### config.mk
export PLATFORM = sky130hd
export DESIGN_NAME = mwo_queue
export DESIGN_NICKNAME = d
export VERILOG_FILES = /design/src/rtl/mwo_pkg.sv /design/src/rtl/mwo_queue.sv
export SDC_FILE = /design/constraint.sdc
export NUM_CORES = 1
export LEC_CHECK = 0
export ABC_AREA = 1
export CORE_MARGIN = 4
export CORE_UTILIZATION = 61
export DETAILED_ROUTE_END_ITERATION = 16
export DONT_BUFFER_PORTS = 1
export MAX_ROUTING_LAYER = met4
export PLACE_DENSITY = 0.77
export SETUP_SLACK_MARGIN = 0.02
export SLEW_MARGIN = 20
export SYNTH_ARGS = -nofsm -noshare
export SYNTH_HDL_FRONTEND = slang
export SYNTH_SLANG_ARGS = --single-unit
export TNS_END_PERCENT = 100
### constraint.sdc
create_clock -name clk -period 10 [get_ports clk]
set_clock_uncertainty 0.05 [all_clocks]
set_input_delay 2 -clock clk [delete_from_list [all_inputs] [get_ports clk]]
set_output_delay 2 -clock clk [all_outputs]
set_load 0.05 [all_outputs]
### src/rtl/mwo_pkg.sv
// ----------------------------------------------------------------------------
// mwo_pkg: shared types and constants of the morphing wavetable oscillator
// Holds the action codes, register indexes and the item record passed from
// the front part to the back part.
// ----------------------------------------------------------------------------
package mwo_pkg;

	localparam logic ACT_TICK  = 1'b0;
	localparam logic ACT_WRITE = 1'b1;

	localparam logic [1:0] REG_WAVE_SELECT   = 2'd0;
	localparam logic [1:0] REG_BASE_POSITION = 2'd1;
	localparam logic [1:0] REG_VOLUME_LIMIT  = 2'd2;

	localparam int FRAC_BITS = 23;
	localparam int ADDR_W    = 16;

	// One item as queued between front and back part.
	typedef struct packed {
		logic               is_write;
		logic [ADDR_W-1:0]  waddr;
		logic signed [15:0] wdata;
		logic [ADDR_W-1:0]  la_idx;   // left table, current index
		logic [ADDR_W-1:0]  la_nxt;
		logic [ADDR_W-1:0]  ra_idx;
		logic [ADDR_W-1:0]  ra_nxt;
		logic [FRAC_BITS-1:0] frac;
		logic [15:0]        weight;   // 0..32767
		logic [14:0]        factor;   // Q3.12, already limited
	} item_t;

endpackage

### src/rtl/mwo_queue.sv
// ----------------------------------------------------------------------------
// mwo_queue: two-entry queue between front and back part
// Lets the front keep accepting while the back part is busy.
// ----------------------------------------------------------------------------
module mwo_queue (
	input  logic           clk,
	input  logic           arst_n,
	input  logic           push,
	input  mwo_pkg::item_t push_item,
	output logic           full,
	input  logic           pop,
	output logic           not_empty,
	output mwo_pkg::item_t head
);
	import mwo_pkg::*;

	item_t      mem_q [2];
	logic       wr_q, rd_q;
	logic [1:0] cnt_q;

	assign full      = (cnt_q == 2'd2);
	assign not_empty = (cnt_q != 2'd0);
	assign head      = mem_q[rd_q];

	always_ff @(posedge clk) begin
		if (push)
			mem_q[wr_q] <= push_item;
	end

	always_ff @(posedge clk or negedge arst_n) begin
		if (!arst_n) begin
			wr_q  <= 1'b0;
			rd_q  <= 1'b0;
			cnt_q <= 2'd0;
		end else begin
			if (push)
				wr_q <= ~wr_q;
			if (pop)
				rd_q <= ~rd_q;
			cnt_q <= cnt_q + 2'(push) - 2'(pop);
		end
	end

endmodule

; Yosys cells after proc, flatten, opt, wreduce, memory -nomap -nowiden
; Memories as Yosys holds them, arrays and structs flattened.
; Cells that the tools add are included.
[classes]
n_addsub = 2
n_eq_ne = 1
muxes = 2
bitwise_logic = 2
n_reduce_logical = 1
[op_table]
columns = cell, count
row1 = adder 2 x 1 -> 2 bit, 1
row2 = equality test 2 bit (second input constant), 1
row3 = 2-to-1 mux 1 bit, 2
row4 = NOT 1 bit, 2
row5 = nonzero test 2 bit, 1
row6 = subtractor 2 x 1 -> 2 bit, 1
[totals]
register_bits = 4
ram_bits = 302
output_inout_bits = 153
word_cells = 12
memories = 1
[memory_table]
columns = memory, depth, word_bits, rd, rd_ports_with_merged_regs, write_ports, line_no
row1 = mem_q, 2, 151, 1, 0, 1, mwo_queue.sv:17  ; item_t mem_q [2];

; Depth between registers and ports, before layout
[logic_depth]
word_depth = 2
depth_mapped = 7
depth_no_buf = 7

; Worst setup path after synthesis
; OpenSTA, ideal clock, no wires.
[synth_timing]
path_type = input port to flip-flop
from = in push
to = mem mem_q[0][0] in the netlist's numbering (enable)
setup_time_ns = 0.668
t_arrival_ns = 8.353
t_required_ns = 9.282
setup_slack_ns = 0.929
cell_stages = 2
path_cell_list = inv_1 nor2_1
[synth_between]
elab_chain_len = 2
[synth_lines]
columns = element, line_no
row1 = from (decl), mwo_queue.sv:8  ; input logic push,
row2 = 2-to-1 mux 1 bit, mwo_queue.sv:26  ; if (push)
row3 = 2-to-1 mux 1 bit (implied by the code), mwo_queue.sv:27  ; mem_q[wr_q] <= push_item;
row4 = to (decl), mwo_queue.sv:17
; No other way between the ends.

==> impl.org <==
** Synth
- Syn_nets :: 971
- After technology mapping, the gate count stands at ~800.
- Seq cells post-synth :: slightly above 300
- Each instance of the synthesized netlist takes up on average approximately 15 µm².
- Syn. warnings :: 0
- Count of distinct cell types in the synthesized netlist :: 17
- Sequential-to-total area share from yosys stat :: 0.768
- The cell area that synthesis handed to floorplanning was 11900 µm².

** CTS
- The clock reaches the later pin of the worst-skew pair after approximately 530 ps.
- CTS sink cnt :: about 300
- After clock tree synthesis, the clock-pin slew on the worst setup and hold paths is 60 ps.
- In this run the number of H-tree levels came out at 1.
- Post-CTS repair changed the size of 0 cells.
- TritonCTS built the clock tree.
- After clock tree synthesis, the setup repair step added 0 buffers.
- Clock tree synthesis selected as its root buffer the cell sky130_fd_sc_hd__clkbuf_16.
- Counting along the longest clock path gives a buffer depth of 3.
- Number of buffers inserted for hold repair after clock tree synthesis :: 0
- The number of clock buffers added by TritonCTS is 30.

** Detailed routing
- Ratio of routed vias to standard cells :: 5.32
- Post-Route WL :: around 22 mm
- Routed via count :: between 5000 and 6000
- In this run, the number of DRC markers left after iteration 0 of detailed routing was between 200 and 300.
- The count of nets left with antenna violations once routing finished came out at 0.
- Number of remaining DRC errors :: 0
- In the final routed layout, each cell accounts on average for 19.7 µm.
- Number of iterations in the first detailed-routing pass :: 4

** Die
- The die is 148 µm tall.
- Row generation in the floorplan step produced 50 rows.
- In this run the standard cell core region covers between 15000 and 20000 µm².
- For this configuration, the core starts out at a cell density of 0.630.
- The die covers approximately 22000 µm².
- During I/O placement, the number of pins put on the boundary was 308.
- Chip Width :: ~150 µm

** Worst hold path
- Endpoint of the worst hold-timing path :: wr_q
- Along the worst hold path, the cell count comes to 1.
- The worst hold path belongs to the class reg -> reg.
- Worst min-delay path startpoint :: wr_q

** Finish
- Of the cells placed in the final design, the portion with a size suffix greater than 1 is 0.195.
- 0 antenna diodes ended up in the layout.
- After filler insertion, the fill cell instance count of the layout stands at around 1300.
- Layout Nets :: between 900 and 1000
- Leaving out fill and tap cells, the most frequent cell in the layout is sky130_fd_sc_hd__edfxtp_1.
- The area growth from synthesis to layout is 8.05%.
- The library cells used most frequently in the layout, excluding fill and tap cells, are sky130_fd_sc_hd__edfxtp_1, sky130_fd_sc_hd__nand2_1, sky130_fd_sc_hd__inv_1.

** Critical path
- Depth of the worst register-to-register path :: 3
- Capture instance of the worst register-to-register path :: mem_q[1][77]
- Largest driver fanout on the critical path :: roughly 170
- STA classifies the critical path endpoint as an output port.
- Arrival time reported for the critical path endpoint :: 3050 ps
- Required @ worst endpoint :: approximately 8000 ps
- Classification of the worst setup path :: reg -> out
- Reg-to-reg slack, setup :: approximately 7500 ps
- The worst setup path is launched from a flip-flop.
- In this run the critical register-to-register path is launched from wr_q.

** Status
- The flow ran to the end, and the final reports show no timing, DRC or antenna violations.

** Timing
- Final slew viol count :: 0
- F_max :: roughly 0.2 GHz
- Setup violations remaining at the end of the flow were counted as 0.
- Setup repair after global routing left no endpoint under its margin.
- At the pin with the least slew margin, the transition time is around 1000 ps.
- Dividing the final minimum period by the clock period gives 0.510.
- Subtracting the final worst setup slack from the clock period gives 5100 ps.
- After routing, the total negative slack on setup checks comes to 0 ps.
- Headroom to the max-slew limit came out at 0.306.
- Final Hold Vio Count :: 0

** Global route
- Total global routing overflow :: 0
- First-pass GRT wire length :: between 30 and 40 mm
- The via count of the first global-routing pass is around 5800.
- The number of antenna violations at the first check in global routing came to 0.
- Entering global routing, the biggest net connects 166 pins.
- For this run, the total global-route usage over all layers was measured as 0.196.

** Place
- Final GP Congestion :: about 0.75
- DPL Wire Length :: around 15 mm
- Input and output buffers added on the ports amount to 0.

** Run
- Number of max-cap violations :: 0
## flip-flops by register name, summed over array words and instances, names as in the netlist
signal	flops
wr_q	1
mem_q	302
cnt_q	2
rd_q	1
## synthesized netlist by cell type
library cell | number | area [µm²]
sky130_fd_sc_hd__clkbuf_2 | 1 | 5.00
sky130_fd_sc_hd__clkbuf_1 | 1 | 3.75
sky130_fd_sc_hd__o21ai_2 | 118 | 1030
sky130_fd_sc_hd__buf_4 | 11 | 82.6
sky130_fd_sc_hd__edfxtp_1 | 302 | 9070
sky130_fd_sc_hd__inv_1 | 158 | 593
sky130_fd_sc_hd__nand3_1 | 1 | 5.00
sky130_fd_sc_hd__o21ai_1 | 10 | 50.1
sky130_fd_sc_hd__buf_6 | 18 | 203
sky130_fd_sc_hd__nand2_1 | 158 | 593
sky130_fd_sc_hd__buf_2 | 1 | 5.00
sky130_fd_sc_hd__dfrtp_1 | 4 | 100
sky130_fd_sc_hd__ha_1 | 2 | 25.0
sky130_fd_sc_hd__nor2_1 | 2 | 7.51
sky130_fd_sc_hd__xor2_1 | 2 | 17.5
sky130_fd_sc_hd__o21ai_0 | 23 | 115
sky130_fd_sc_hd__buf_8 | 2 | 30.0
## metal layers
layer  track usage  wire length (µm)  vias to the layer above
met1         0.202              7290                     2771
met3        0.0858              2410                       41
met4        0.0577               568                        0
met5             -                 0                        -
met2         0.340             11400                      236
li1              -                 -                     2798
## per-stage QoR
stage / instances / cell area [µm²] / util / setup slack [ps] / hold slack [ps]
2_1_floorplan: 814 / 11900 / - / 929 / 413
3_5_place_dp: 1045 / 12000 / 0.633 / 5530 / 489
5_1_grt: 1099 / 12900 / 0.680 / 4760 / 562
3_3_place_gp: 1045 / 12000 / 0.633 / 5620 / 478
6_report: 1099 / 12900 / 0.680 / 4900 / 508
4_1_cts: 1099 / 12900 / 0.680 / 4950 / 510
## critical path: stages (launching register included)
cell and delay [ps]:
sky130_fd_sc_hd__dfrtp_4 940, sky130_fd_sc_hd__buf_12 570, sky130_fd_sc_hd__nand2_1 130, sky130_fd_sc_hd__o21ai_1 580
## layout make-up
cell class	count	area, µm²	area share
well taps	260	325	0.0252
repair buffers	5	50.0	0.00388
clock inverters	12	81.3	0.00631
flip-flops and latches	306	9170	0.711
multi-input cells	316	1850	0.144
inverters	158	598	0.0464
clock buffers	42	817	0.0633
## kinds of logic (layout without fill, tap and decap cells)
family / after synthesis / in the layout / synth area share
adders and majority gates: 2 / 2 / 0.00210
xor gates and xnor gates: 2 / 2 / 0.00147
AOI/OAI and AO/OA: 151 / 151 / 0.100
and+or+nand+nor: 161 / 161 / 0.0507
buffers and inverters: 192 / 217 / 0.0772
DFF: 306 / 306 / 0.768
## worst max path at each step
stage,startpoint,slack (ps),to,cells after the start
finish,rd_q,4900,head[0],3
global route,rd_q,4760,head[3],3
CTS,rd_q,4950,head[12],3
detailed placement,rd_q,5530,head[13],3
global placement,rd_q,5620,head[2],3
floorplan,push,930,mem_q[0][0],2
Power is left out: the tool's default activity adds up to more than one toggle a clock period on the data nets, which glitch-free logic cannot reach.
