<file path="src/rtl/mwo_pkg.sv">
// ----------------------------------------------------------------------------
// mwo_pkg: shared types and constants of the morphing wavetable oscillator
// Holds the action codes, register indexes and the item record passed from
// the front part to the back part.
// ----------------------------------------------------------------------------
package mwo_pkg;

	localparam logic ACT_TICK  = 1'b0;
	localparam logic ACT_WRITE = 1'b1;

	localparam logic [1:0] REG_WAVE_SELECT   = 2'd0;
	localparam logic [1:0] REG_BASE_POSITION = 2'd1;
	localparam logic [1:0] REG_VOLUME_LIMIT  = 2'd2;

	localparam int FRAC_BITS = 23;
	localparam int ADDR_W    = 16;

	// One item as queued between front and back part.
	typedef struct packed {
		logic               is_write;
		logic [ADDR_W-1:0]  waddr;
		logic signed [15:0] wdata;
		logic [ADDR_W-1:0]  la_idx;   // left table, current index
		logic [ADDR_W-1:0]  la_nxt;
		logic [ADDR_W-1:0]  ra_idx;
		logic [ADDR_W-1:0]  ra_nxt;
		logic [FRAC_BITS-1:0] frac;
		logic [15:0]        weight;   // 0..32767
		logic [14:0]        factor;   // Q3.12, already limited
	} item_t;

endpackage

</file>
<file path="src/rtl/mwo_front.sv">
// ----------------------------------------------------------------------------
// mwo_front: item intake and classification
// Accepts items, owns the phase accumulator, computes table addresses,
// morph weight and volume factor, and pushes one record per item.
// ----------------------------------------------------------------------------
module mwo_front #(
	parameter int TABLE_LENGTH = 512,
	parameter int MORPH_TABLES = 4,
	parameter int BANDS        = 8,
	parameter int WAVE_SETS    = 4
) (
	input  logic                clk,
	input  logic                arst_n,
	input  logic                in_valid,
	output logic                in_stall,
	input  logic                action,
	input  logic [15:0]         write_address,
	input  logic signed [15:0]  write_sample,
	input  logic [31:0]         phase_increment,
	input  logic [2:0]          band_select,
	input  logic signed [15:0]  position_mod,
	input  logic signed [15:0]  volume_mod,
	input  logic [1:0]          wave_select,
	input  logic [15:0]         base_position,
	input  logic [14:0]         volume_factor_limit,
	output logic                push,
	output mwo_pkg::item_t      push_item,
	input  logic                full
);
	import mwo_pkg::*;

	// reciprocal for the integer part wrap; exact for the 10-bit sum
	localparam int          RECIP_SH = 22;
	localparam logic [31:0] RECIP    =
		32'((2**RECIP_SH + TABLE_LENGTH - 1) / TABLE_LENGTH);

	logic [31:0] phase_q;
	logic        accept;

	assign in_stall = full;
	assign accept   = in_valid && !full;
	assign push     = accept;

	// selectors
	logic [31:0] wave_c, band_c;
	always_comb begin
		wave_c = (32'(wave_select) >= 32'(WAVE_SETS)) ? 32'(WAVE_SETS - 1) : 32'(wave_select);
		band_c = (32'(band_select) >= 32'(BANDS)) ? 32'(BANDS - 1) : 32'(band_select);
	end

	// morph position
	logic signed [17:0] pos;
	logic [16:0]        pos_c;
	logic [31:0]        scaled, left, right, weight;
	always_comb begin
		pos = 18'(signed'({2'b00, base_position})) + 18'(position_mod);
		if (pos < 0)
			pos_c = 17'd0;
		else if (pos > 18'sd32768)
			pos_c = 17'd32768;
		else
			pos_c = pos[16:0];
		scaled = 32'(pos_c) * 32'(MORPH_TABLES - 1);
		left   = scaled >> 15;
		weight = scaled & 32'h7FFF;
		right  = left + 32'd1;
		if (left >= 32'(MORPH_TABLES - 1)) begin
			left   = 32'(MORPH_TABLES - 1);
			right  = left;
			weight = 32'd0;
		end
	end

	// indices and addresses; the stored integer part is already wrapped
	logic [31:0] idx, nxt, base, la, ra;
	always_comb begin
		idx  = phase_q >> FRAC_BITS;
		nxt  = (idx + 32'd1 >= 32'(TABLE_LENGTH)) ? 32'd0 : idx + 32'd1;
		base = (wave_c * 32'(BANDS) + band_c) * 32'(MORPH_TABLES);
		la   = (base + left) * 32'(TABLE_LENGTH);
		ra   = (base + right) * 32'(TABLE_LENGTH);
	end

	// volume factor
	logic [15:0] factor;
	always_comb begin
		if (volume_mod > 0)
			factor = 16'd4096 + 16'($unsigned(volume_mod) >> 1);
		else
			factor = 16'((17'sd32768 + 17'(volume_mod)) >>> 3);
		if (factor > 16'(volume_factor_limit))
			factor = 16'(volume_factor_limit);
	end

	always_comb begin
		push_item.is_write = (action == ACT_WRITE);
		push_item.waddr    = write_address;
		push_item.wdata    = write_sample;
		push_item.la_idx   = 16'(la + idx);
		push_item.la_nxt   = 16'(la + nxt);
		push_item.ra_idx   = 16'(ra + idx);
		push_item.ra_nxt   = 16'(ra + nxt);
		push_item.frac     = phase_q[FRAC_BITS-1:0];
		push_item.weight   = 16'(weight);
		push_item.factor   = factor[14:0];
	end

	// advance phase, wrap integer part modulo table length
	logic [32:0] sum;
	logic [9:0]  sum_int;
	logic [31:0] quot;
	logic [32:0] ip;
	always_comb begin
		sum     = 33'(phase_q) + 33'(phase_increment);
		sum_int = sum[32:FRAC_BITS];
		quot    = (32'(sum_int) * RECIP) >> RECIP_SH;
		ip      = 33'(32'(sum_int) - quot * 32'(TABLE_LENGTH));
	end

	always_ff @(posedge clk or negedge arst_n) begin
		if (!arst_n)
			phase_q <= '0;
		else if (accept && action == ACT_TICK)
			phase_q <= 32'((ip << FRAC_BITS) | (sum & 33'h7FFFFF));
	end

endmodule

</file>
<file path="config.mk">
export PLATFORM = sky130hd
export DESIGN_NAME = mwo_front
export DESIGN_NICKNAME = d
export VERILOG_FILES = /design/src/rtl/mwo_pkg.sv /design/src/rtl/mwo_front.sv
export SDC_FILE = /design/constraint.sdc
export NUM_CORES = 1
export LEC_CHECK = 0
export ABC_AREA = 1
export BUFFER_PORTS_ARGS = -buffer_cell sky130_fd_sc_hd__buf_2
export CORE_AREA = 2 2 147 120
export CTS_CLUSTER_DIAMETER = 200
export DETAILED_ROUTE_END_ITERATION = 8
export DIE_AREA = 0 0 149 122
export PLACE_DENSITY = 0.67
export SLEW_MARGIN = 10
export SYNTH_ARGS = -nofsm -noshare
export SYNTH_HDL_FRONTEND = slang
export SYNTH_SLANG_ARGS = --single-unit
</file>
<file path="constraint.sdc">
create_clock -name clk -period 15.15 [get_ports clk]
set_clock_uncertainty 0.15 [all_clocks]
set_input_delay 0.7575 -clock clk [delete_from_list [all_inputs] [get_ports clk]]
set_output_delay 0.7575 -clock clk [all_outputs]
set_load 0.005 [all_outputs]
</file>
## Yosys cells after proc, flatten, opt, wreduce, memory -nomap -nowiden

Cells that the tools add are included.

| word-level totals | value |
|---|---|
| flip-flop bits (word level) | 32 |
| input bits | 137 |
| output and inout bits | 153 |

| cells by class | value |
|---|---|
| $add $sub $neg | 14 |
| multipliers | 1 |
| magnitude comparators | 6 |
| muxes and demuxes | 8 |
| bitwise operators | 2 |
| reductions and logical operators | 3 |

Operator list:

| cell | count |
|---|---|
| 17-bit two-way mux | 2 |
| 16-bit by 10-bit adder with 16-bit output | 2 |
| 16-bit by 9-bit adder with 16-bit output | 2 |
| 32-bit adder | 1 |
| 32-bit by 10-bit greater-or-equal comparator with 1-bit output (second input constant) | 1 |
| 32-bit by 23-bit bitwise OR with 32-bit output | 1 |
| 15-bit two-way mux | 2 |
| 17-bit by 2-bit multiplier with 19-bit output (second input constant) | 1 |
| 17-bit by 16-bit adder with 18-bit output | 1 |
| 18-bit by 17-bit greater-than comparator with 1-bit output (second input constant) | 1 |
| 18-bit by 1-bit < comparator with 1-bit output (second input constant) | 1 |
| 17-bit by 16-bit adder with 17-bit output (first input constant) | 1 |
| 13-bit by 15-bit adder with 16-bit output (first input constant) | 1 |
| 16-bit by 1-bit greater-than comparator with 1-bit output (second input constant) | 1 |
| 16-bit by 15-bit greater-than comparator with 1-bit output | 1 |
| 16-bit two-way mux | 1 |
| 9-bit by 1-bit adder with 10-bit output (second input constant) | 1 |
| 10-bit two-way mux | 1 |
| 9-bit by 1-bit subtractor with 9-bit output (second input constant) | 1 |
| 7-bit by 4-bit adder with 7-bit output | 1 |
| 7-bit by 5-bit adder with 7-bit output | 1 |
| 4-bit by 1-bit adder with 5-bit output (second input constant) | 1 |
| 5-bit by 3-bit adder with 5-bit output | 1 |
| 5-bit two-way mux | 1 |
| 5 further kinds | 6 |

## Longest topological paths before layout

Gate-level depths: netlist of the first run.

| logic depth | value |
|---|---|
| depth after elaboration | 9 |
| gate-level depth with buffers | 43 |

## Worst setup path after synthesis of the first run

Ideal clock, no wire load.

| path | value |
|---|---|
| kind | in2out |
| start | input port position_mod[0] |
| end | output port push_item[95] (netlist name) |
| data arrival time | 5.093 ns |
| path slack | 9.149 ns |
| cell stages on the path | 34 |
| cell sequence | ha_1 fa_1 nand3_1 nand3_1 nand2_1 nand2_1 nand2_1 nand2_1 nor2_1 nand2_1 nor2_1 nand3_2 nand2_4 nand2_1 o21ai_0 inv_1 ha_1 nand2_1 nor2_1 inv_1 nor3_1 nand3_1 nand2_1 nand2_1 nand2_2 inv_1 ha_1 nor2_1 o21ai_0 o21bai_1 nand2_2 nand2_2 or2_1 ha_1 |

RTL lines:

| element | RTL line | RTL |
|---|---|---|
| start, declared | mwo_front.sv:21 | `input logic signed [15:0] position_mod,` |
| end, declared | mwo_front.sv:27 | `output mwo_pkg::item_t push_item,` |

==> summary.md, run 1 <==
| Metric | Value |
|---|---|
| DR vias | 7205 |
| Synth cell types | 48 |
| Max frequency | about 140 MHz |
| Mapped Area | slightly below 7000 um2 |
| Slew @ Worst Pin | 0.757 ns |
| Non-Filler Instances | 1498 |
| Most common cell on crit path | nand2_1 |
| Critical path type | primary input to output pin |
| Post-layout nets | about 1500 |
| Slew Viols, Final | 0 |
| Antenna diodes | 0 |
| Asr flop ratio synth | 1.00 |
| Post-CTS Setup Inserts | 0 |
| RSZ-0062 raised after global routing | false |
| Layout cells sized above 1 | 0.218 |
| Clk_lat worst skew | about 0.28 ns |
| Cells after Synth | 1094 |
| Hold Path End | phase_q[14] |
| Met2 wire len | between 7000 and 8000 um |
| Setup crit end kind | output pin |
| Site Rows | 43 |
| Die extent in y | around 120 um |
| FF-to-FF path depth | 17 |
| Residual DRC | 0 |
| Clock root buffer | clkbuf_16 |
| Largest net degree at the start of global routing | 37 |
| M1 WL | ~8900 um |
| Antenna violations before repair | 0 |
| Reg2reg start | phase_q[0] |
| Crit path required time | around 14 ns |
| Outcome | completed |
| DRT Pass-1 Iters | 5 |
| Top_reg_cell synth | dfrtp_1 |
| Synth warn | 0 |
| R2r setup slk | around 12 ns |
| Synth-to-layout area growth | 17.1% |
| Critical-path maximum fanout | 18 |
| Top Metal Used | met4 |
| Placeable Area | 16900 um2 |
| CTS tree | built |
| DP Wirelength | around 15000 um |
| Final Cell Area | between 7000 and 8000 um2 |
| Met3 WL | about 1200 um |
| Num CTS Buffers | 5 |
| Number of flip-flops under the largest register name | 32 |
| Total Routing Usage GR | 0.187 |
| Die area | approximately 18000 um2 |
| Post-synthesis xor/xnor area fraction | 0.0789 |
| Iteration-0 DRC Markers | 360 |
| VDD IR max | roughly 53 uV |
| First-pass GRT wire length | about 29000 um |
| WHS Path Cells | 2 |
| Post-synthesis sequential element count | 32 |
| Final Hold Vio Count | 0 |
| Slowest Stage Delay on Critical Path | between 0.4 and 0.5 ns |
| DP Area | ~7700 um2 |
| Leakage Power | around 4.7 nW |
| # resized after CTS | 0 |
| Setup-failing EPs final | 0 |
| Simple-gate share of the synthesized area | 0.332 |
| Worst rel slew slack | 0.495 |
| Via count of the first global-routing pass | 6324 |
| Chip width | approximately 150 um |
| Post-synthesis sequential area ratio | 0.119 |
| Synth Area in Compound Gates | 0.138 |
| Cts hold-fix bufs | 0 |
| Worst min path class | flop to flop |
| Pwr per Cell Area | between 100 and 150 nW/um2 |
| # clock sinks | 32 |
| Worst min-delay path startpoint | phase_q[14] |
| RD Place Congestion | about 0.89 |
| Mux share of post-synthesis cell area | 0 |
| H-tree level count | 2 |
| Crit path DAT | 6.17 ns |
| Clock-pin slew on the worst setup and hold paths | approximately 0.060 ns |
| Gr ovfl total | 0 |
| Mean Syn Cell Area | just over 6 um2 |
| Initial core utilization | 0.400 |
| IO Pins | 290 |
| Vias per inst | a little under 5 |
| Adder-cell share of the synthesized area | 0.171 |
| WL/cell | around 12 um |
| CP Launch Type | primary input |
| Final wirelength | 17800 um |
| Critical path's slowest cell | fa_1 |
| Final period util | 0.467 |
| Largest reg by FF count | phase_q |
| Clock period minus worst slack | 7.08 ns |
| Largest family of logic cells by synthesized area | simple AND/OR/NAND/NOR gates |
| Cells after DPL | ~1500 |
| Max Cap Viol | 0 |
| IO buf count | between 200 and 250 |
| Top Registers | phase_q x32 |
| Post-synth EDFFs | 0 |
| Antenna Violating Nets Remaining | 0 |
| Setup_tns | 0 ns |
| Maximum buffer depth of the clock tree | 2 |
| Reg2reg end | phase_q[28] |
==> per-layer routing <==
| metal | vias up | GRT usage |
|---|---|---|
| li1 | 3853 | - |
| met5 | - | 0 |
| met3 | 8 | 0.0217 |
| met1 | 3121 | 0.272 |
| met2 | 223 | 0.305 |
| met4 | 0 | 0.0220 |
==> layout make-up <==
type,count,area [um2]
flip-flops and latches,32,801
multi-input cells,842,4910
repair buffers,226,1140
inverters,165,619
clock buffers,6,129
fillers,1771,8980
clock inverters,2,35.0
well taps,225,282
==> cell usage after synthesis (4+ instances only) <==
cell type  count  area [um2]
nand2_2       11        68.8
buf_4         55         413
o21ai_1        8        40.0
a31oi_1        6        37.5
o21ai_0       58         290
inv_2          9        33.8
nand4_1       29         181
o21bai_1       6        45.0
a21o_1         6        45.0
nor4_1         4        25.0
nor2_1        81         304
nand3_2        6        60.1
nand3_1       59         295
nand2_1      292        1100
ha_1          86        1080
fa_1           4        80.1
clkbuf_1       9        33.8
xnor2_1       23         201
inv_1        154         578
xor2_1        31         272
nor2_2         9        56.3
dfrtp_1       32         801
nor3_1        16        80.1
a21oi_1       68         340
==> cell usage in the layout, fill, tap and decap left out, types with 16 or more instances in the layout <==
master	synthesis	routed
nand3_1	59	59
nand2_1	292	292
xor2_1	31	31
nor3_1	16	16
buf_2	0	224
inv_1	154	154
xnor2_1	23	23
o21ai_0	58	58
nor2_1	81	81
nand4_1	29	29
ha_1	86	86
a21oi_1	68	68
dfrtp_1	32	32
==> stage by stage <==
step | total power [mW] | worst slack [ns] | hold slack, ns | utilization
6_report | 0.966 | 8.07 | 0.356 | 0.468
3_5_place_dp | 0.846 | 8.11 | 0.350 | 0.459
3_3_place_gp | 0.838 | 8.34 | 0.342 | 0.459
4_1_cts | 0.968 | 8.11 | 0.365 | 0.468
5_1_grt | 1.08 | 7.36 | 0.387 | 0.468
2_1_floorplan | 0.671 | 9.15 | 0.312 | -
==> cell families (layout without fill, tap and decap cells) <==
logic type | after synthesis | count (layout)
adders and majority gates | 90 | 90
xor gates and xnor gates | 57 | 57
buffers and inverters | 231 | 399
other | 1 | 12
AOI/OAI and AO/OA | 167 | 167
DFF | 32 | 32
and+or+nand+nor | 516 | 516
==> critical path, delay by kind of cell <==
kind,cells,cell delay [ns]
simple gates,24,2.92
buf+inv,5,0.45
fa+ha+maj,5,1.47
compound gates,3,0.56
==> power breakdown <==
part	switching (mW)	internal [mW]	leakage, nW	total [mW]
Combinational	0.392	0.290	4.18	0.681
Sequential	0.0432	0.126	0.396	0.169
Clock	0.0384	0.0773	0.0808	0.116
Total	0.473	0.493	4.66	0.966
==> how the worst max path moves through the flow <==
| stage | start | to | slack, ns |
|---|---|---|---|
| 6_report | position_mod[0] | push_item[95] | 8.07 |
| 5_1_grt | position_mod[0] | push_item[95] | 7.36 |
| 4_1_cts | position_mod[0] | push_item[95] | 8.11 |
| 3_5_place_dp | position_mod[0] | push_item[95] | 8.11 |
| 3_3_place_gp | position_mod[0] | push_item[95] | 8.34 |
| 2_1_floorplan | position_mod[0] | push_item[95] | 9.15 |
Power figures use the tool's default switching activity.
==> run 2: changes to the inputs <==
clock period = 7.39 ns   (was 15.15 ns; I/O delays follow)
==> run 2 against run 1 <==
Critical path depth decreased by 1. Sequential share of layout area unchanged. Critical endpoint unchanged. Wire length increased by 0.13%. Final area unchanged. Core utilization unchanged. Critical path type unchanged. Register-to-register slack got worse by 7.8 ns. Flip-flop and latch count unchanged. Highest routed layer unchanged.
==> summary.md, run 2 (synthesized netlist as in run 1, its figures left out) <==
| Metric | Value |
|---|---|
| Crit path DAT | 5.80 ns |
| Layout cells sized above 1 | 0.218 |
| Top Registers | phase_q x32 |
| P_int | just over 1 mW |
| DP Wirelength | between 15000 and 20000 um |
| Core Util, Final | 0.468 |
| Setup crit end kind | output pin |
| Die extent in y | ~120 um |
| Slew Viols, Final | 0 |
| Final Hold Vio Count | 0 |
| Worst setup margin | 1.07 ns |
| Clk_lat worst skew | 0.28 ns |
| Max Cap Viol | 0 |
| IO buf count | roughly 220 |
| Clock root buffer | clkbuf_16 |
| Most common cell on crit path | nand2_1 |
| # clock sinks | 32 |
| Power Total | between 1.5 and 2 mW |
| Die area | between 15000 and 20000 um2 |
| Setup_tns | 0 ns |
| Outcome | completed |
| Antenna Violating Nets Remaining | 0 |
| WL/cell | approximately 12 um |
| Worst min path class | primary input to async pin |
| Gr ovfl total | 0 |
| VDD IR max | between 100 and 150 uV |
| Maximum buffer depth of the clock tree | 2 |
| Antenna violations before repair | 0 |
| Vias per inst | between 4 and 5 |
| Chip width | between 100 and 150 um |
| Critical path type | primary input to output pin |
| Iteration-0 DRC Markers | around 370 |
| DRT Pass-1 Iters | 5 |
| Largest reg by FF count | phase_q |
| First-pass GRT wire length | between 20000 and 30000 um |
| Sequential share of power | 0.175 |
| Commonest non-fill, non-tap cell in the layout | nand2_1 |
| IO Pins | 290 |
| Largest net degree at the start of global routing | 37 |
| Num CTS Buffers | 5 |
| CTS tree | built |
| Total Routing Usage GR | 0.189 |
| RD Place Congestion | ~0.9 |
| Most frequent cells in the layout | 292 x nand2_1, 224 x buf_2, 154 x inv_1, 86 x ha_1, 81 x nor2_1 |
| Final period util | 0.856 |
| Pre-CTS setup slack | around 1.1 ns |
| Slew @ Worst Pin | ~0.75 ns |
| Critical-path maximum fanout | 18 |
| Power share of the clock group | 0.119 |
| Placeable Area | 16900 um2 |
| Combinational cell fraction of total power | 0.706 |
| Post-CTS Setup Inserts | 0 |
| Final wirelength | 17800 um |
| Pwr per Cell Area | about 250 nW/um2 |
| Site Rows | between 40 and 50 |
| Cts hold-fix bufs | 0 |
| Slowest Stage Delay on Critical Path | approximately 0.46 ns |
| Critical path's slowest cell | fa_1 |
| CP Launch Type | primary input |
| DR vias | 7170 |
| Max frequency | 158 MHz |
| Reg2reg end | phase_q[28] |
| H-tree level count | 2 |
| R2r setup slk | 3.93 ns |
| Clock period minus worst slack | between 6 and 7 ns |
| Setup-failing EPs final | 0 |
| Net Sw Frac | 0.490 |
| FF-to-FF path depth | 17 |
| Via count of the first global-routing pass | 6332 |
| Antenna diodes | 0 |
| RSZ-0062 raised after global routing | false |
| # resized after CTS | 0 |
| Number of flip-flops under the largest register name | 32 |
| Synth-to-layout area growth | 17.1% |
| P_sw | around 970 uW |
| Worst rel slew slack | 0.498 |
| Post-layout nets | about 1500 |
| Reg2reg start | phase_q[0] |
| Initial core utilization | 0.400 |
| Clock-pin slew on the worst setup and hold paths | approximately 0.06 ns |
| Crit path required time | around 6.9 ns |
| Residual DRC | 0 |
| Leakage Power | about 4.7 nW |
run 2: power groups by stage:
stage                     Clock, mW  Sequential [mW]  Combinational (mW)
final                         0.237            0.346                1.40
after global routing          0.248            0.361                1.61
after CTS                     0.243            0.348                1.40
after detailed placement          0            0.350                1.39
after global placement            0            0.348                1.37
after floorplan                   0            0.343                1.03
run 2: stage by stage:
stage	cells	cell area [um2]	hold slack [ns]
2_1_floorplan	1105	6800	-0.0761
3_3_place_gp	1490	7750	0.328
6_report	1498	7910	0.0130
5_1_grt	1498	7910	0.0796
4_1_cts	1498	7910	0.0374
3_5_place_dp	1490	7750	0.332
run 2: final cells by class:
class,count,area [um2]
Fill cell,1806,8980
Multi-Input combinational cell,842,4910
Timing Repair Buffer,226,1140
Clock inverter,2,35.0
Inverter,165,619
Sequential cell,32,801
Clock buffer,6,129
Tap cell,225,282
run 2: critical path: cells and delay by family:
family                   cells  cell delay (ns)
adder cells (fa/ha/maj)      5             1.60
AND/OR/NAND/NOR             23             2.79
AO/OA/AOI/OAI                3             0.60
buffers and inverters        5             0.43
run 2: routing by layer:
layer / global-route usage / wire (um) / vias up
li1: - / - / 3854
met1: 0.279 / 9100 / 3099
met2: 0.307 / 7410 / 211
met3: 0.0206 / 1170 / 6
met4: 0.0196 / 101 / 0
met5: 0 / 0 / -
run 2: worst max-delay path by stage:
stage	startpoint	endpoint	slack, ns	cells after the start
finish	position_mod[0]	push_item[95]	1.07	36
global route	position_mod[0]	push_item[95]	0.29	37
CTS	position_mod[0]	push_item[95]	1.10	37
detailed placement	position_mod[0]	push_item[95]	1.11	37
global placement	position_mod[0]	push_item[95]	1.36	33
floorplan	position_mod[0]	push_item[95]	2.17	34
==> run 3: changes to the inputs <==
CORE_AREA = 2 2 133 109   (was 2 2 147 120)
DIE_AREA = 0 0 135 111   (was 0 0 149 122)
PLACE_DENSITY = 0.8   (was 0.67)
==> run 3 against run 2 <==
Final area is 0.65% lower. Largest power group unchanged. Sequential share of layout area is 0.066 points higher. Clock power hardly changed. Cell count is 2.7% lower. Sequential power hardly changed. First-iteration DRC count is 4.6% higher. Register-to-register slack better by 0.06 ns. Worst hold slack worse by 0.0071 ns. Clock-buffer cell count stayed put. Critical path depth stayed put.
==> summary.md, run 3 (synthesized netlist as in run 1, its figures left out) <==
| Metric | Value |
|---|---|
| Outcome | completed |
| VDD IR max | 174 uV |
| DP Wirelength | between 10000 and 15000 um |
| Slew Viols, Final | 0 |
| Critical path origin | position_mod[0] |
| Worst min path class | primary input to async pin |
| Slowest Stage Delay on Critical Path | 0.46 ns |
| Gr ovfl total | 0 |
| Cts hold-fix bufs | 0 |
| Largest net degree at the start of global routing | 42 |
| Die extent in y | between 100 and 150 um |
| Critical path's slowest cell | fa_1 |
| Residual DRC | 0 |
| Iteration-0 DRC Markers | roughly 390 |
| Placeable Area | 13900 um2 |
| # resized after CTS | 0 |
| Antenna diodes | 0 |
| DR vias | ~7300 |
| Maximum buffer depth of the clock tree | 2 |
| Critical-path maximum fanout | 18 |
| Clk_lat worst skew | between 0.2 and 0.3 ns |
| CTS tree | built |
| Fillers | around 1400 |
| Most frequent cells in the layout | 292 x nand2_1, 224 x buf_2, 154 x inv_1, 86 x ha_1, 81 x nor2_1 |
| RSZ-0062 raised after global routing | false |
| DP Area | ~7700 um2 |
| Final period util | 0.847 |
| Pwr per Cell Area | between 200 and 300 nW/um2 |
| Worst rel slew slack | 0.499 |
| Commonest non-fill, non-tap cell in the layout | nand2_1 |
| Chip width | 135 um |
| Final wirelength | around 17000 um |
| Setup crit end kind | output pin |
| Post-CTS Setup Inserts | 0 |
| # clock sinks | 32 |
| Initial core utilization | 0.488 |
| RD Place Congestion | around 0.93 |
| Max Cap Viol | 0 |
| Site Rows | 39 |
| Via count of the first global-routing pass | 6567 |
| IO buf count | 224 |
| Setup_tns | 0 ns |
| Critical path type | primary input to output pin |
| Leakage Power | 4.66 nW |
| Slew @ Worst Pin | 0.751 ns |
| R2r setup slk | 3.99 ns |
| Layout cells sized above 1 | 0.218 |
| Antenna violations before repair | 0 |
| Reg2reg end | phase_q[30] |
| H-tree level count | 2 |
| IO Pins | 290 |
| Worst Setup EP | push_item[95] |
| Top Registers | phase_q x32 |
| Most common cell on crit path | nand2_1 |
| Final Hold Vio Count | 0 |
| FF-to-FF path depth | 17 |
| Clock-pin slew on the worst setup and hold paths | around 0.050 ns |
| Crit path required time | around 6.9 ns |
| Total Routing Usage GR | 0.226 |
| Crit path DAT | 5.74 ns |
| First-pass GRT wire length | 29000 um |
| Setup-failing EPs final | 0 |
| Largest reg by FF count | phase_q |
| Vias per inst | 5.02 |
| Clock period minus worst slack | ~6.3 ns |
| Clock root buffer | clkbuf_16 |
| Synth-to-layout area growth | 16.3% |
| Max frequency | 160 MHz |
| WL/cell | roughly 12 um |
| Antenna Violating Nets Remaining | 0 |
| Final Cell Area | a little under 8000 um2 |
| Hold WS | between 0.005 and 0.006 ns |
| Num CTS Buffers | 5 |
| Post-layout nets | 1499 |
| Number of flip-flops under the largest register name | 32 |
| DRT Pass-1 Iters | 5 |
| CP Launch Type | primary input |
| Die area | 15000 um2 |
| Reg2reg start | phase_q[0] |
-- run 3: cell counts in the layout (fill, tap and decap cells not counted) --
Identical to the previous run, type by type.
-- run 3: worst min-delay path by stage --
| stage | startpoint | to |
|---|---|---|
| 2_1_floorplan | arst_n | phase_q[0] |
| 3_3_place_gp | arst_n | phase_q[0] |
| 3_5_place_dp | arst_n | phase_q[0] |
| 4_1_cts | arst_n | phase_q[0] |
| 5_1_grt | arst_n | phase_q[0] |
| 6_report | arst_n | phase_q[0] |
-- run 3: final cells by class --
class / instances / area (um2) / area share
well taps: 184 / 230 / 0.0293
repair buffers: 226 / 1140 / 0.145
clock inverters: 2 / 35.0 / 0.00446
multi-input cells: 842 / 4910 / 0.625
clock buffers: 6 / 129 / 0.0164
flip-flops and latches: 32 / 801 / 0.102
inverters: 165 / 619 / 0.0788
-- run 3: metal layers --
layer  GRT usage  vias up  wire length [um]
li1            -     3857                 -
met1       0.324     3156              8430
met2       0.366      272              7380
met3      0.0311       27              1420
met4      0.0396        0               233
met5           0        -                 0
-- run 3: stage by stage --
step / power [mW] / std cells / worst slack (ns) / util
6_report: 1.99 / 1457 / 1.13 / 0.567
5_1_grt: 2.20 / 1457 / 0.583 / 0.567
3_3_place_gp: 1.71 / 1449 / 1.38 / 0.555
3_5_place_dp: 1.73 / 1449 / 1.19 / 0.555
2_1_floorplan: 1.38 / 1105 / 2.17 / -
4_1_cts: 1.98 / 1457 / 1.17 / 0.567
-- run 3: where the power goes --
part	total (mW)	internal [mW]	switching, mW
sequential	0.348	0.259	0.0889
clock	0.236	0.159	0.0779
combinational	1.40	0.595	0.809
total	1.99	1.01	0.976
-- run 3: worst max-delay path: cells and delay by family --
family	cells	cell delay (ns)
and+or+nand+nor	23	2.69
buffers and inverters	5	0.43
adders and majority gates	5	1.61
AOI/OAI and AO/OA	3	0.61
